===== config.mk =====
export PLATFORM = sky130hd
export DESIGN_NAME = rau_div
export DESIGN_NICKNAME = d
export VERILOG_FILES = /design/src/rtl/rau_pkg.sv /design/src/rtl/rau_div.sv
export SDC_FILE = /design/constraint.sdc
export NUM_CORES = 1
export LEC_CHECK = 0
export BUFFER_PORTS_ARGS = -buffer_cell sky130_fd_sc_hd__buf_2
export CAP_MARGIN = 30
export CORE_AREA = 3 3 154 156
export CTS_CLUSTER_SIZE = 14
export DETAILED_ROUTE_END_ITERATION = 16
export DIE_AREA = 0 0 157 159
export MAX_ROUTING_LAYER = met4
export PLACE_DENSITY_LB_ADDON = 0.2
export SLEW_MARGIN = 25
export SYNTH_ARGS = -nofsm -noshare
export SYNTH_HDL_FRONTEND = slang
export SYNTH_SLANG_ARGS = --single-unit

===== constraint.sdc =====
create_clock -name clk_i -period 12.06 [get_ports clk_i]
set_clock_uncertainty 0.2 [all_clocks]
set_input_delay 1.206 -clock clk_i [delete_from_list [all_inputs] [get_ports clk_i]]
set_output_delay 1.206 -clock clk_i [all_outputs]
set_load 0.05 [all_outputs]

===== src/rtl/rau_pkg.sv =====
// Shared types and constants for the rational arithmetic unit.
package rau_pkg;

  localparam int unsigned WIDTH_DEF = 32;
  localparam int unsigned FIELD_W   = 32;

  typedef enum logic [1:0] {
    OP_ADD = 2'd0,
    OP_SUB = 2'd1,
    OP_MUL = 2'd2,
    OP_DIV = 2'd3
  } op_e;

  typedef enum logic [1:0] {
    ST_OK   = 2'd0,
    ST_ZERO = 2'd1,
    ST_OVF  = 2'd2
  } status_e;

  typedef struct packed {
    op_e                op;
    logic [FIELD_W-1:0] a_num;
    logic [FIELD_W-1:0] a_den;
    logic [FIELD_W-1:0] b_num;
    logic [FIELD_W-1:0] b_den;
  } in_t;

  typedef struct packed {
    logic [FIELD_W-1:0] res_num;
    logic [FIELD_W-1:0] res_den;
    status_e            status;
  } out_t;

endpackage


===== src/rtl/rau_div.sv =====
// Restoring divider: one quotient bit per cycle.
module rau_div #(
  parameter int unsigned DW = 2 * rau_pkg::WIDTH_DEF
) (
  input  logic          clk_i,
  input  logic          rst_ni,
  input  logic          start_i,
  input  logic [DW-1:0] num_i,
  input  logic [DW-1:0] den_i,
  output logic          done_o,
  output logic [DW-1:0] quo_o
);

  localparam int unsigned CW = $clog2(DW);

  logic          busy_q, busy_d, done_q, done_d;
  logic [DW-1:0] q_q, q_d, rem_q, rem_d, dvs_q, dvs_d;
  logic [CW-1:0] cnt_q, cnt_d;
  logic [DW:0]   trial;

  assign trial = {rem_q, q_q[DW-1]};

  always_comb begin
    busy_d = busy_q;
    done_d = 1'b0;
    q_d    = q_q;
    rem_d  = rem_q;
    dvs_d  = dvs_q;
    cnt_d  = cnt_q;
    if (!busy_q) begin
      if (start_i) begin
        q_d    = num_i;
        rem_d  = '0;
        dvs_d  = den_i;
        cnt_d  = CW'(DW - 1);
        busy_d = 1'b1;
      end
    end else begin
      if (trial >= {1'b0, dvs_q}) begin
        rem_d = DW'(trial - {1'b0, dvs_q});
        q_d   = {q_q[DW-2:0], 1'b1};
      end else begin
        rem_d = trial[DW-1:0];
        q_d   = {q_q[DW-2:0], 1'b0};
      end
      if (cnt_q == '0) begin
        busy_d = 1'b0;
        done_d = 1'b1;
      end else begin
        cnt_d = cnt_q - CW'(1);
      end
    end
  end

  always_ff @(posedge clk_i or negedge rst_ni) begin
    if (!rst_ni) begin
      busy_q <= 1'b0;
      done_q <= 1'b0;
    end else begin
      busy_q <= busy_d;
      done_q <= done_d;
    end
  end

  always_ff @(posedge clk_i) begin
    q_q   <= q_d;
    rem_q <= rem_d;
    dvs_q <= dvs_d;
    cnt_q <= cnt_d;
  end

  assign done_o = done_q;
  assign quo_o  = q_q;

endmodule


; ---- Word level (Yosys, flattened, before mapping)
; Index checks and enable logic that the tools add are counted.
[word_totals]
ff_bits = 200
in_bits = 131
output_inout_bits = 65
wordCells = 29
[op_classes]
addsub = 2
order_cmp = 1
n_eq_ne = 1
n_mux = 14
n_bitwise = 1
n_reduce_logical = 4
[op_table]
columns = op, n
row1 = 64-bit two-way mux, 5
row2 = 65-bit by 64-bit greater-or-equal comparator with 1-bit output, 1
row3 = 64-bit subtractor, 1
row4 = 6-bit two-way mux, 3
row5 = 6-bit zero test, 1
row6 = 1-bit two-way mux, 6
row7 = "6-bit by 1-bit subtractor with 6-bit output, second input constant", 1
row8 = 2-bit AND reduction, 2
row9 = "2-bit != test, second input constant", 1
row10 = 2-bit nonzero test, 1
row11 = 1-bit inverter, 1

; ---- Logic depth before layout (Yosys ltp)
[depth]
ltp_word = 3
depth_mapped = 16
ltp_nobuf = 13

; ---- Worst setup path after synthesis
; No wires, ideal clock.
[synth_timing]
path_kind = input -> register
from = input port start_i
to = register dvs_q[0], enable pin
setup_time_ns = 0.493
arrival_time_ns = 4.020
required_time_ns = 11.367
setup_slack_ns = 7.347
cell_stages = 1
path_buffers = 0
path_cell_list = nor2b_1
[synth_via]
elab_chain_cells = 1
[synth_rtl]
columns = item, line
row1 = start: declaration, rau_div.sv:7  ; input logic start_i,
row2 = 2-bit AND reduction (no line), -
row3 = end signal: assignment, rau_div.sv:68  ; dvs_q <= dvs_d;
row4 = end: declaration, rau_div.sv:17  ; logic [DW-1:0] q_q, q_d, rem_q, rem_d, dvs_q, dvs_d;
; Every way passes these cells.
; A chain may end at the register's enable or synchronous reset.

; ---- Worst setup path in the final report
[layout_timing]
from = register rem_q[9]
to = register rem_q[59] (data pin)
[layout_via]
elab_chain_cells = 3
elab_cells_between_ends = 4
classes_between = add/sub: 1 / order compare: 1 / mux: 2
[layout_rtl]
columns = item, line
row1 = start: declaration, rau_div.sv:17
row2 = start signal: assignment, rau_div.sv:67  ; rem_q <= rem_d;
row3 = 64-bit subtractor or 65-bit by 64-bit greater-or-equal comparator with 1-bit output (tied branches), "rau_div.sv:40, rau_div.sv:39"
row4 = 64-bit two-way mux *, rau_div.sv:39  ; if (trial >= {1'b0, dvs_q}) begin
row5 = 64-bit two-way mux *, rau_div.sv:30  ; if (!busy_q) begin
; Mark *: on every way between the ends. The rest lies on a longest branch, timed or not.

==> flow_metrics.py <==
metrics = {
    "run_status": {
        "status": "finished clean",
    },
    "final_layout": {
        "final_cell_count_no_fill": 1565,
        "syn_to_final_growth_pct": 15.2,
        "nFillCells": 1857,
        "drive_gt1_frac": 0.241,
        "fin_nets": 1460,
    },
    "clock_tree": {
        "path_clk_slew_ns": 0.10,
        "htreeDepth": 4,
        "cts_tree": "done",
        "postCtsSetupBuffers": 0,
        "cts_resized": 0,
        "cts_buffers": 17,
        "clock_latency_ns": 0.45,
        "root_buffer": "clkbuf_16",
        "cts.sinks": 200,
        "clockBufferDepth": 2,
        "holdBufCountCts": 0,
    },
    "logic_synthesis": {
        "synth_edf_count": 198,
        "ys_seq_elements": 200,
        "ys_seq_area_frac": 0.503,
        "async_reset_ff_frac": 0.0100,
        "syn_area_per_cell_um2": 10.9,
        "netlist_instances": 1095,
        "netlist_top_cells_count": "edfxtp_1, nor2_1, a21oi_1",
        "synth_area_leaders": "edfxtp_1, ha_1, mux2_2, a21oi_1, mux2i_1",
        "synth-main-ff-cell": "edfxtp_1",
        "syn-num-nets": 1292,
        "synth_warnings": 0,
        "syn_area_um2": 11900,
        "yosysMostFrequentCell": "edfxtp_1",
        "synth_cell_type_count": 59,
        "yosysTopAreaCellShare": 0.499,
        "synth_area_leader_cell": "edfxtp_1",
    },
    "global_routing": {
        "grt_max_degree": 71,
        "grt_pass1_vias": 8968,
        "grt_first_pass_wirelength_um": 45400,
        "use_met1": 0.314,
        "grt_util_met2": 0.353,
        "grt_use_met3": 0.0508,
        "overflow": 0,
        "antenna_found_initial": 4,
        "busiest_layer": "met2",
        "grtUsageTotal": 0.231,
    },
    "timing": {
        "whs_ns": 0.296,
        "fmax_mhz": 235,
        "setup_tns_ns": 0,
        "hold_violations": 0,
        "worst_pin_slew_ns": 0.942,
        "period_needed_ns": 4.26,
        "period_share": 0.353,
        "slew_viol_final": 0,
        "setup_violations": 0,
        "rsz0062_at_grt": "false",
        "slew_headroom": 0.372,
    },
    "power": {
        "worst_ir_drop_vdd_mv": 0.226,
        "clkPwrFrac": 0.150,
        "power_density_nw_per_um2": 301,
        "seqPwrFrac": 0.313,
        "power_leakage_nw": 5.82,
        "switching_power_mw": 1.87,
        "p_int_mw": 2.25,
        "p_sw_frac": 0.454,
        "power_frac_comb": 0.538,
    },
    "detailed_routing": {
        "drc": 0,
        "wl_per_cell_um": 17.7,
        "via_per_inst": 5.68,
        "vias": 8892,
        "drt_wl_total_um": 27700,
        "drtIter0Drc": 516,
        "dr.pass1.iters": 8,
        "ant_nets": 0,
    },
    "critical_path": {
        "ff2ff_path_depth": 11,
        "cp_max_fo": 7,
        "critPathCaptureType": "register",
        "rr_startpoint": "rem_q[9]",
        "r2r_end": "rem_q[59]",
        "crit_type": "reg2reg",
        "required_ns": 12.15,
        "arrival_ns": 4.34,
        "startpoint_type": "register",
        "r2r_slack_ns": 7.80,
    },
    "flow_run": {
        "maxCapViolCount": 0,
    },
    "place": {
        "place_hpwl_um": 20400,
        "gp_congestion": 0.914,
        "io_buffers": 195,
        "dp_cells": 1529,
    },
    "floorplan": {
        "fp-row-count": 55,
        "io_pins": 196,
        "coreArea_um2": 22500,
        "dieArea_um2": 25000,
        "die_w_um": 157,
        "dieHeight_um": 159,
        "initial_core_util": 0.529,
    },
    "min_path": {
        "hold_path_end": "done_o",
        "min-delay-start": "cnt_q[5]",
        "hp-class": "reg2reg",
        "holdPathStages": 1,
    },
}
==> critical path, cell delays in order (launching register included) <==
cell and delay, ns:
edfxtp_1 0.40, ha_1 0.40, a21oi_1 0.22, o21ai_0 0.15, a221oi_1 0.58, a31oi_1 0.32
a21oi_1 0.52, o21ai_0 0.25, a21oi_1 0.40, o21ai_0 0.23, and2_1 0.21, o32ai_2 0.23
==> state kept, by name, indices dropped and copies added (netlist names) <==
register	cells
busy_q	1
cnt_q	6
done_o	1
dvs_q	64
quo_o	64
rem_q	64
==> cells in the final DEF, fill, tap and decap left out, drive strengths merged, types with 3 or more instances in the layout <==
cell type    n
diode        4
nor2       103
nand4       29
nand3       10
o21bai      13
a21boi       4
ha          65
xor2        20
a21o        21
a221oi       4
clkinv       7
and2         6
edfxtp     198
o21a         8
nand2       79
and3         5
a31oi       11
a21oi       87
inv         93
o211ai       7
xnor2       41
buf        200
a211o        3
nor3        11
a211oi      18
nor2b        4
clkbuf      17
nor4        10
mux2        64
nand2b       9
o21ai       48
o31ai        8
mux2i       42
or3          3
==> kinds of logic after synthesis <==
logic type	Yosys count	share of synthesized area
adder cells (fa/ha/maj)	66	0.0699
buffers and inverters	137	0.0495
AO/OA/AOI/OAI	250	0.132
flip-flops	200	0.503
AND/OR/NAND/NOR	275	0.105
XOR/XNOR	61	0.0448
multiplexers	106	0.0958
==> through the flow <==
step | instance area [µm²] | total power, mW | utilization | worst slack [ns]
2_1_floorplan | 11900 | 3.05 | - | 7.35
6_report | 13700 | 4.13 | 0.610 | 7.80
3_3_place_gp | 13000 | 3.46 | 0.579 | 7.84
5_1_grt | 13700 | 4.41 | 0.610 | 7.45
3_5_place_dp | 13100 | 3.51 | 0.581 | 7.88
4_1_cts | 13700 | 4.14 | 0.610 | 7.86
==> power groups by stage <==
stage | clock network (mW) | registers, mW | logic (mW)
floorplan | 0 | 1.66 | 1.39
global placement | 0 | 1.30 | 2.16
detailed placement | 0 | 1.30 | 2.21
CTS | 0.631 | 1.29 | 2.21
global route | 0.654 | 1.33 | 2.43
finish | 0.619 | 1.29 | 2.22
==> layout make-up <==
cell class / instances / area, µm² / area share
diodes: 4 / 10.0 / 0.000729
clock buffers: 17 / 425 / 0.0310
clock inverters: 15 / 226 / 0.0165
inverters: 86 / 325 / 0.0237
multi-input cells: 758 / 5350 / 0.390
flip-flops and latches: 200 / 6000 / 0.437
well taps: 285 / 357 / 0.0260
repair buffers: 200 / 1030 / 0.0753
==> worst max path at each step <==
stage	start	depth (start not counted)	slack [ns]	to
floorplan	start_i	1	7.35	dvs_q[0]
global placement	rem_q[2]	11	7.84	rem_q[63]
detailed placement	rem_q[2]	12	7.88	rem_q[63]
CTS	rem_q[2]	12	7.86	rem_q[63]
global route	rem_q[7]	11	7.45	rem_q[59]
finish	rem_q[9]	11	7.80	rem_q[59]
==> metal layers <==
layer / wire length (µm) / vias up
met5: 0 / -
met4: 505 / 0
met3: 1710 / 42
met2: 12900 / 284
met1: 12600 / 4212
li1: - / 4354
No activity file was read; power rests on OpenSTA's default activity.
