[config.mk]
export PLATFORM = sky130hd
export DESIGN_NAME = rau_gcd
export DESIGN_NICKNAME = d
export VERILOG_FILES = /design/src/rtl/rau_pkg.sv /design/src/rtl/rau_gcd.sv
export SDC_FILE = /design/constraint.sdc
export NUM_CORES = 1
export LEC_CHECK = 0
export ABC_AREA = 1
export ABC_CLOCK_PERIOD_IN_PS = 8750
export BUFFER_PORTS_ARGS = -buffer_cell sky130_fd_sc_hd__buf_2
export CORE_MARGIN = 4
export CORE_UTILIZATION = 35
export DETAILED_ROUTE_END_ITERATION = 12
export GPL_TIMING_DRIVEN = 0
export PLACE_DENSITY = 0.64
export RECOVER_POWER = 50
export SLEW_MARGIN = 25
export SYNTH_ARGS = -nofsm -noshare
export SYNTH_HDL_FRONTEND = slang
export SYNTH_SLANG_ARGS = --single-unit
[constraint.sdc]
create_clock -name clk_i -period 8.75 [get_ports clk_i]
set_clock_uncertainty 0.05 [all_clocks]
set_input_delay 1.3125 -clock clk_i [delete_from_list [all_inputs] [get_ports clk_i]]
set_output_delay 1.3125 -clock clk_i [all_outputs]
set_load 0.01 [all_outputs]
[src/rtl/rau_pkg.sv]
// Shared types and constants for the rational arithmetic unit.
package rau_pkg;

  localparam int unsigned WIDTH_DEF = 32;
  localparam int unsigned FIELD_W   = 32;

  typedef enum logic [1:0] {
    OP_ADD = 2'd0,
    OP_SUB = 2'd1,
    OP_MUL = 2'd2,
    OP_DIV = 2'd3
  } op_e;

  typedef enum logic [1:0] {
    ST_OK   = 2'd0,
    ST_ZERO = 2'd1,
    ST_OVF  = 2'd2
  } status_e;

  typedef struct packed {
    op_e                op;
    logic [FIELD_W-1:0] a_num;
    logic [FIELD_W-1:0] a_den;
    logic [FIELD_W-1:0] b_num;
    logic [FIELD_W-1:0] b_den;
  } in_t;

  typedef struct packed {
    logic [FIELD_W-1:0] res_num;
    logic [FIELD_W-1:0] res_den;
    status_e            status;
  } out_t;

endpackage

[src/rtl/rau_gcd.sv]
// Binary gcd unit: one shift or subtract step per cycle.
module rau_gcd #(
  parameter int unsigned DW = 2 * rau_pkg::WIDTH_DEF
) (
  input  logic          clk_i,
  input  logic          rst_ni,
  input  logic          start_i,
  input  logic [DW-1:0] a_i,
  input  logic [DW-1:0] b_i,
  output logic          done_o,
  output logic [DW-1:0] res_o
);

  localparam int unsigned KW = $clog2(DW + 1);
  localparam logic [1:0] P_IDLE  = 2'd0;
  localparam logic [1:0] P_RUN   = 2'd1;
  localparam logic [1:0] P_SHIFT = 2'd2;

  logic [1:0]    phase_q, phase_d;
  logic [DW-1:0] x_q, x_d, y_q, y_d;
  logic [KW-1:0] k_q, k_d;
  logic          done_q, done_d;

  always_comb begin
    phase_d = phase_q;
    x_d     = x_q;
    y_d     = y_q;
    k_d     = k_q;
    done_d  = 1'b0;
    case (phase_q)
      P_IDLE: begin
        if (start_i) begin
          x_d     = a_i;
          y_d     = b_i;
          k_d     = '0;
          phase_d = P_RUN;
        end
      end
      P_RUN: begin
        if (x_q == '0 || y_q == '0) begin
          x_d     = x_q | y_q;
          phase_d = P_SHIFT;
        end else if (!x_q[0] && !y_q[0]) begin
          x_d = x_q >> 1;
          y_d = y_q >> 1;
          k_d = k_q + KW'(1);
        end else if (!x_q[0]) begin
          x_d = x_q >> 1;
        end else if (!y_q[0]) begin
          y_d = y_q >> 1;
        end else if (x_q >= y_q) begin
          x_d = x_q - y_q;
        end else begin
          y_d = y_q - x_q;
        end
      end
      P_SHIFT: begin
        if (k_q == '0) begin
          done_d  = 1'b1;
          phase_d = P_IDLE;
        end else begin
          x_d = x_q << 1;
          k_d = k_q - KW'(1);
        end
      end
      default: phase_d = P_IDLE;
    endcase
  end

  always_ff @(posedge clk_i or negedge rst_ni) begin
    if (!rst_ni) begin
      phase_q <= P_IDLE;
      done_q  <= 1'b0;
    end else begin
      phase_q <= phase_d;
      done_q  <= done_d;
    end
  end

  always_ff @(posedge clk_i) begin
    x_q <= x_d;
    y_q <= y_d;
    k_q <= k_d;
  end

  assign done_o = done_q;
  assign res_o  = x_q;

endmodule

* After elaboration in Yosys (flattened, before gate mapping)
Cells that the tools add are included.
Word-level totals: bits in registers 138, input bits 131, output and inout port bits 65, word-level logic and storage cells 67
Cells by class: add/sub/neg operators 4, $lt $le $gt $ge 1, eq/ne operators 12, muxes and demuxes 26, bitwise gates (word level) 1, reduce and logical (&&, ||, !) cells 16
Operators with widths (number):
- 2-to-1 mux 64 bit | 13
- one-hot mux 64 bit (3 select lines) | 1
- zero test 64 bit | 2
- one-hot mux 64 bit (2 select lines) | 1
- subtractor 64 bit | 2
- greater-or-equal comparator 64 bit | 1
- bitwise OR 64 bit | 1
- 2-to-1 mux 7 bit | 4
- one-hot mux 7 bit (3 select lines) | 1
- AND reduction 5 bit | 3
- != test 2 bit (second input constant) | 6
- != test 5 bit (second input constant) | 2
- adder 7 x 1 -> 7 bit (second input constant) | 1
- zero test 7 bit | 1
- subtractor 7 x 1 -> 7 bit (second input constant) | 1
- 2-to-1 mux 2 bit | 3
- one-hot mux 2 bit (3 select lines) | 1
- AND reduction 3 bit | 2
- != test 4 bit (second input constant) | 1
- AND reduction 4 bit | 1
- != test 3 bit (second input constant) | 1
- nonzero test 3 bit | 1
- equality test 2 x 1 -> 1 bit (second input constant) | 1
- equality test 2 bit (second input constant) | 1
- 6 further kinds | 8

* Depth between registers and ports, before layout
Gate-level depths: netlist of the first run.
depth after elaboration 7, mapped depth 20, depth with buffers taken out 19

* Least setup slack after synthesis of the first run
Ideal clock, no wire load.
kind register -> register, from reg x_q[0] (netlist: res_o[0]), to reg y_q[10], enable pin, library setup time 0.562 ns, arrival 6.259 ns, required time 8.138 ns, slack 1.879 ns, stages on the path, launching flop included 16, path buffers 0, period minus slack after synthesis 6.871 ns, path through edfxtp_1 inv_1 ha_1 inv_1 fa_1 nand2_1 nand2_1 nand2_1 nand2_1 nand2_1 nand2_2 nand2_1 nand3_1 nand2_2 a21oi_1 nor3_1
On the way: word-level cells in the longest chain between the ends 4, elaborated cells on any way between the ends 9, classes of those cells order compare: 1; eq/ne: 3; reduce/logical: 5
RTL lines:
- from (decl) | RTL line rau_gcd.sv:20 | logic [DW-1:0] x_q, x_d, y_q, y_d;
- from (signal assigned) | RTL line rau_gcd.sv:81 | x_q <= x_d;
- parallel branches: the longest is 3 deep, another holds greater-or-equal comparator 64 bit
- AND reduction 5 bit (no source line) (*)
- to (signal assigned) | RTL line rau_gcd.sv:82 | y_q <= y_d;
- to (decl) | RTL line rau_gcd.sv:20
Mark *: on every way between the ends. A chain may end at the register's enable or synchronous reset.

* Worst setup path after layout of the first run
from reg phase_q[1], to reg y_q[38], enable pin
On the way: word-level cells in the longest chain between the ends 3, elaborated cells on any way between the ends 8, classes of those cells eq/ne: 5; reduce/logical: 3
RTL lines:
- from (decl) | RTL line rau_gcd.sv:19 | logic [1:0] phase_q, phase_d;
- from (signal assigned) | RTL line rau_gcd.sv:75 | phase_q <= phase_d;
- equality test 2 x 1 -> 1 bit or zero test 2 bit (tied branches) | RTL line rau_gcd.sv:30 | case (phase_q)
- != test 4 bit (no source line) (tied with other cells)
- AND reduction 5 bit (no source line) (*)
Mark *: on every way between the ends. The rest lies on a longest branch, timed or not.

==> impl_metrics.csv, run 1 <==
group,metric,value,unit
logic_synthesis,synth_edf_count,135,
logic_synthesis,ys_ff_latch,138,
clocking,htreeDepth,4,
cells_and_area,layout_commonest_cell,"nand2_1",
floorplan,fp.dieW,245,µm
cells_and_area,synthToLayoutAreaGrowth,12.5,%
flow_run,max-cap-violations,2,
global_routing,grt_max_degree,35,
floorplan,start_util,0.356,
cells_and_area,regArea,4130,µm²
global_routing,grt_use_total,0.350,
logic_synthesis,syn_avg_cell_area,5.97,µm²
place,place_ws,4190,ps
critical_path,worstReg2RegStart,"phase_q[1]",
critical_path,crit_chain,"inv_1 > ha_1 > clkbuf_1 > inv_2 > nor2_1 > inv_1 > o21ai_0 > inv_1 > nor3_2 > buf_4 > buf_4 > buf_4 > buf_4",
clocking,cts_tree,"built",
cells_and_area,drive_gt1_frac,0.0706,
timing,maxSlewViolCount,22,
critical_path,crit_arrival,6620,ps
floorplan,num_rows,86,
critical_path,cp-end-kind,"register",
logic_synthesis,seq_area_frac_synth,0.209,
timing,post-route-period-util,0.738,
floorplan,pin_count,196,
drt,wl_per_cell,25.1,µm
hold_path,min_from,"phase_q[1]",
critical_path,r2r_slack,2290,ps
timing,rsz0062_at_grt,"no",
clocking,numCtsBuffers,17,
floorplan,die_h,245,µm
logic_synthesis,synth_area_leader_cell,"edfxtp_1",
status,violations,"capacitance limit, slew limit",
clocking,ctsHoldBuffers,0,
critical_path,critPathLaunchType,"register",
logic_synthesis,synthFlopType,"edfxtp_1",
critical_path,slowest_stage,"nor2_1",
cells_and_area,final_nets,3863,
drt,drt_iter0_drc,2611,
drt,vias_per_cell,5.40,
critical_path,path_class,"reg -> reg",
critical_path,worst-path-buf-inv,9,
timing,timing.hold.ws,516,ps
critical_path,cpPeakStageDelay,1850,ps
critical_path,crit_path_frequent_cell,"buf_4",
timing,setup_ws,2290,ps
clocking,cts_root_buffer,"clkbuf_16",
clocking,cts.reportedPaths.clkPinSlew,60,ps
timing,period_needed,6460,ps
clocking,cts_sinks,138,
critical_path,critPathTopFamily,"buffers and inverters",
critical_path,cp_max_fo,10,
place,hpwl,91900,µm
global_routing,grt_pass1_wl,152000,µm
logic_synthesis,syn_nets,3639,
cells_and_area,final_cell_mix,"920 x nand2_1, 585 x inv_1, 422 x nor2_1",
logic_synthesis,postSynthCellCount,3303,
global_routing,grt_overflow,0,
floorplan,coreArea,55400,µm²
logic_synthesis,yosysWarnings,0,
critical_path,crit_start,"phase_q[1]",
global_routing,antenna_found_initial,6,
drt,ant_nets,0,
place,portBuffers,195,
status,status,"complete, but fails checks",
hold_path,hold_path_class,"reg -> reg",
timing,fmax,155,MHz
timing,hold_viol,0,
timing,final-setup-viol-count,0,
drt,detail_route.first_pass.iterations,5,
place,routabilityCongestion,1.08,
global_routing,grt_pass1_vias,21900,
clocking,cts_setup_buffers,0,
logic_synthesis,yosysTopAreaCellShare,0.206,
logic_synthesis,ys_types,39,
clocking,clk_latency,520,ps
critical_path,cp.required,8920,ps
drt,drc,0,
cells_and_area,fillers,6466,
timing,slew_headroom,-0.518,
clocking,cts_resized,0,
drt,drt-total-wl,108000,µm
logic_synthesis,netlist_top_cells_area,"edfxtp_1 21%, nand2_1 18%, ha_1 13%, inv_1 11%, a21oi_1 10%",
cells_and_area,utilization,0.400,
timing,tightestPinTransition,2270,ps
logic_synthesis,async_reset_ff_frac,0.0217,
logic_synthesis,synthesis.area,19700,µm²
floorplan,dieArea,60200,µm²
drt,vias,23200,
clocking,clockBufferDepth,2,
cells_and_area,multiInputGateArea,13000,µm²
logic make-up (layout without fill, tap and decap cells):
family          after synthesis  count (layout)  synth area share
compound gates              627             627             0.170
other cells                   0               4                 0
fa+ha+maj                   205             205             0.131
simple gates               1598            1598             0.329
buf+inv                     668             904             0.131
xor+xnor                     67              67            0.0298
flops                       138             138             0.209
sequential cells by signal, indices dropped and copies added (netlist names):
name	cells
done_o	1
k_q	7
phase_q	2
res_o	64
y_q	64
Yosys cell counts (2+ instances only):
cell	n
o211ai_1	2
edfxtp_1	135
inv_1	586
dfrtp_1	3
clkbuf_1	58
o21ai_0	149
nor2_1	420
nand4_1	69
fa_1	3
nand3_1	136
a21oi_2	32
xor2_1	64
nand2_2	15
nor2_2	18
nor3_1	13
inv_2	8
ha_1	202
o21bai_1	27
nand2_1	920
buf_6	3
nor2_4	3
a21boi_0	2
buf_4	5
a21o_1	2
a21oi_1	409
buf_2	4
xnor2_1	3
worst reg2reg max path: cells and delay by family (launching register included):
| family | cells | cell delay, ps |
|---|---|---|
| simple gates | 2 | 2360 |
| flops | 1 | 410 |
| compound gates | 1 | 160 |
| fa+ha+maj | 1 | 190 |
| buf+inv | 9 | 2990 |
final cells by class:
type	count	area share
Inverter	595	0.101
Buffer	73	0.0146
Timing Repair Buffer	205	0.0444
Tap cell	748	0.0422
Clock inverter	12	0.00592
Antenna cell	4	0.000451
Multi-Input combinational cell	2497	0.586
Clock buffer	19	0.0195
Sequential cell	138	0.186
final timing paths:
check,cells past startpoint,endpoint
min in group asynchronous,1,done_o
max in group asynchronous,1,phase_q[1]
worst min-delay path,2,phase_q[1]
worst max-delay path,13,y_q[38]
worst min register to register,2,phase_q[1]
worst max register to register,13,y_q[38]
per-stage QoR:
step	instances	TNS, ps	instance area [µm²]
after floorplan	3303	0	19700
after global placement	4246	-266330	21600
after detailed placement	4256	0	21700
after CTS	4287	0	22300
after global routing	4287	0	22200
final	4291	0	22200
routing by layer:
metal	global-route usage	routed length, µm	share of wire	vias to the layer above
li1	-	-	-	10900
met1	0.487	48200	0.45	11000
met5	0	44	0.00041	-
met4	0.170	5830	0.054	8
met2	0.524	44800	0.42	1053
met3	0.0598	8920	0.083	175
Power of run 1 is not shown: default switching activity piles up to over one toggle a cycle in this logic, so the estimate is an artifact.
==> run 2, diff against run 1 <==
--- a/config.mk
+++ b/config.mk
@@ -6,7 +6,7 @@
 export NUM_CORES = 1
 export LEC_CHECK = 0
 export ABC_AREA = 1
-export ABC_CLOCK_PERIOD_IN_PS = 8750
+export ABC_CLOCK_PERIOD_IN_PS = 6450
 export BUFFER_PORTS_ARGS = -buffer_cell sky130_fd_sc_hd__buf_2
 export CORE_MARGIN = 4
 export CORE_UTILIZATION = 35
==> constraint.sdc (replaced) <==
create_clock -name clk_i -period 6.45 [get_ports clk_i]
set_clock_uncertainty 0.05 [all_clocks]
set_input_delay 0.9675 -clock clk_i [delete_from_list [all_inputs] [get_ports clk_i]]
set_output_delay 0.9675 -clock clk_i [all_outputs]
set_load 0.01 [all_outputs]
==> impl_metrics.csv, run 2 (synthesis results as in run 1) <==
group,metric,value,unit
status,status,"complete, but fails checks",
status,violations,"capacitance limit, slew limit",
critical_path,crit_arrival,5670,ps
floorplan,coreArea,55400,µm²
place,routabilityCongestion,1.08,
global_routing,grt_overflow,0,
floorplan,die_h,245,µm
critical_path,cpPeakStageDelay,1780,ps
place,placed_cells,4252,
clocking,cts_root_buffer,"clkbuf_16",
global_routing,grt_use_total,0.339,
cells_and_area,final_nets,3859,
clocking,htreeDepth,4,
timing,post-route-period-util,0.855,
cells_and_area,layout_commonest_cell,"nand2_1",
critical_path,critPathLaunchType,"register",
critical_path,cp.required,6600,ps
floorplan,dieArea,60200,µm²
clocking,cts_setup_buffers,0,
timing,tightestPinTransition,2200,ps
global_routing,antenna_found_initial,3,
timing,rsz0062_at_grt,"no",
global_routing,grt_pass1_wl,148000,µm
drt,drc,0,
cells_and_area,fillers,6474,
cells_and_area,layoutNonFillerInstCount,4284,
critical_path,critPathTopFamily,"simple AND/OR/NAND/NOR gates",
place,hpwl,89100,µm
clocking,clk_latency,500,ps
critical_path,slowest_stage,"nor2_1",
cells_and_area,final_cell_mix,"921 x nand2_1, 586 x inv_1, 421 x nor2_1",
clocking,ctsHoldBuffers,0,
flow_run,max-cap-violations,1,
critical_path,cp-end-kind,"register",
clocking,cts_tree,"built",
clocking,cts_sinks,138,
drt,vias_per_cell,5.35,
drt,ant_nets,0,
floorplan,num_rows,86,
floorplan,pin_count,196,
global_routing,grt_max_degree,35,
clocking,cts_resized,0,
drt,wl_per_cell,24.4,µm
hold_path,hold_path_class,"in -> async",
timing,period_needed,5520,ps
timing,hold_viol,0,
floorplan,start_util,0.356,
clocking,numCtsBuffers,17,
floorplan,fp.dieW,245,µm
timing,slew_headroom,-0.473,
timing,final-setup-viol-count,0,
critical_path,crit_path_frequent_cell,"inv_1",
critical_path,path_class,"reg -> reg",
clocking,clockBufferDepth,2,
critical_path,crit_chain,"inv_1 > ha_1 > clkbuf_2 > inv_1 > nor2_1 > inv_1 > o21ai_0 > inv_1 > nor3_4 > buf_6 > buf_8 > buf_6",
place,portBuffers,195,
timing,fmax,181,MHz
critical_path,cp_max_fo,15,
drt,vias,22900,
cells_and_area,synthToLayoutAreaGrowth,12.6,%
timing,maxSlewViolCount,11,
critical_path,worst-path-buf-inv,8,
clocking,cts.reportedPaths.clkPinSlew,60,ps
drt,drt-total-wl,105000,µm
cells_and_area,drive_gt1_frac,0.0713,
drt,detail_route.first_pass.iterations,9,
global_routing,grt_pass1_vias,21900,
drt,drt_iter0_drc,2661,
cells_and_area,antenna_cells,0,
==> run 2: cell count changes in the layout (fill, tap and decap cells not counted), sizes merged <==
cell,before,now
clkbuf,149,152
bufinv,3,2
clkinvlp,1,5
buf,148,142
clkinv,9,6
diode,4,0
==> run 2: area by class of cell <==
class	count	area, µm²	area share
inverter	595	2240	0.101
multi-input combinational	2497	13000	0.586
buffer	73	334	0.0150
timing repair buffer	201	973	0.0439
sequential	138	4130	0.186
tap	748	936	0.0422
clock inverter	12	123	0.00552
clock buffer	20	467	0.0210
==> run 2: worst reg2reg max path, stage by stage (launching register included) <==
cell and delay, ps:
dfrtp_1 430, inv_1 110, ha_1 190, clkbuf_2 540, inv_1 570, nor2_1 1780
inv_1 190, o21ai_0 160, inv_1 110, nor3_4 460, buf_6 220, buf_8 190
buf_6 220
==> run 2: through the flow <==
| step | setup TNS (ps) | hold slack, ps | instance area [µm²] | util | setup WS [ps] |
|---|---|---|---|---|---|
| 2_1_floorplan | 0 | 453 | 19700 | - | 1520 |
| 3_3_place_gp | -169070 | 492 | 21600 | 0.390 | -2700 |
| 3_5_place_dp | 0 | 516 | 21700 | 0.392 | 2010 |
| 4_1_cts | 0 | 169 | 22300 | 0.403 | 2000 |
| 5_1_grt | 0 | 221 | 22200 | 0.401 | 970 |
| 6_report | 0 | 226 | 22200 | 0.401 | 934 |
==> run 2: final timing paths <==
check | startpoint | to | slack [ps] | cells past startpoint
worst min register to register | k_q[0] | k_q[0] | 540 | 1
worst max register to register | phase_q[1] | y_q[23] | 930 | 12
min in group clk_i | k_q[0] | k_q[0] | 540 | 1
worst max-delay path | phase_q[1] | y_q[23] | 930 | 12
max in group asynchronous | rst_ni | phase_q[1] | 5950 | 1
worst min-delay path | rst_ni | done_o | 230 | 1
==> run 2: layer usage <==
layer | global-route usage | wire length, µm
met1 | 0.471 | 45900
met2 | 0.526 | 45200
met3 | 0.0515 | 8870
met4 | 0.136 | 4620
met5 | 0 | 13
Power of run 2 is left out for the same reason.
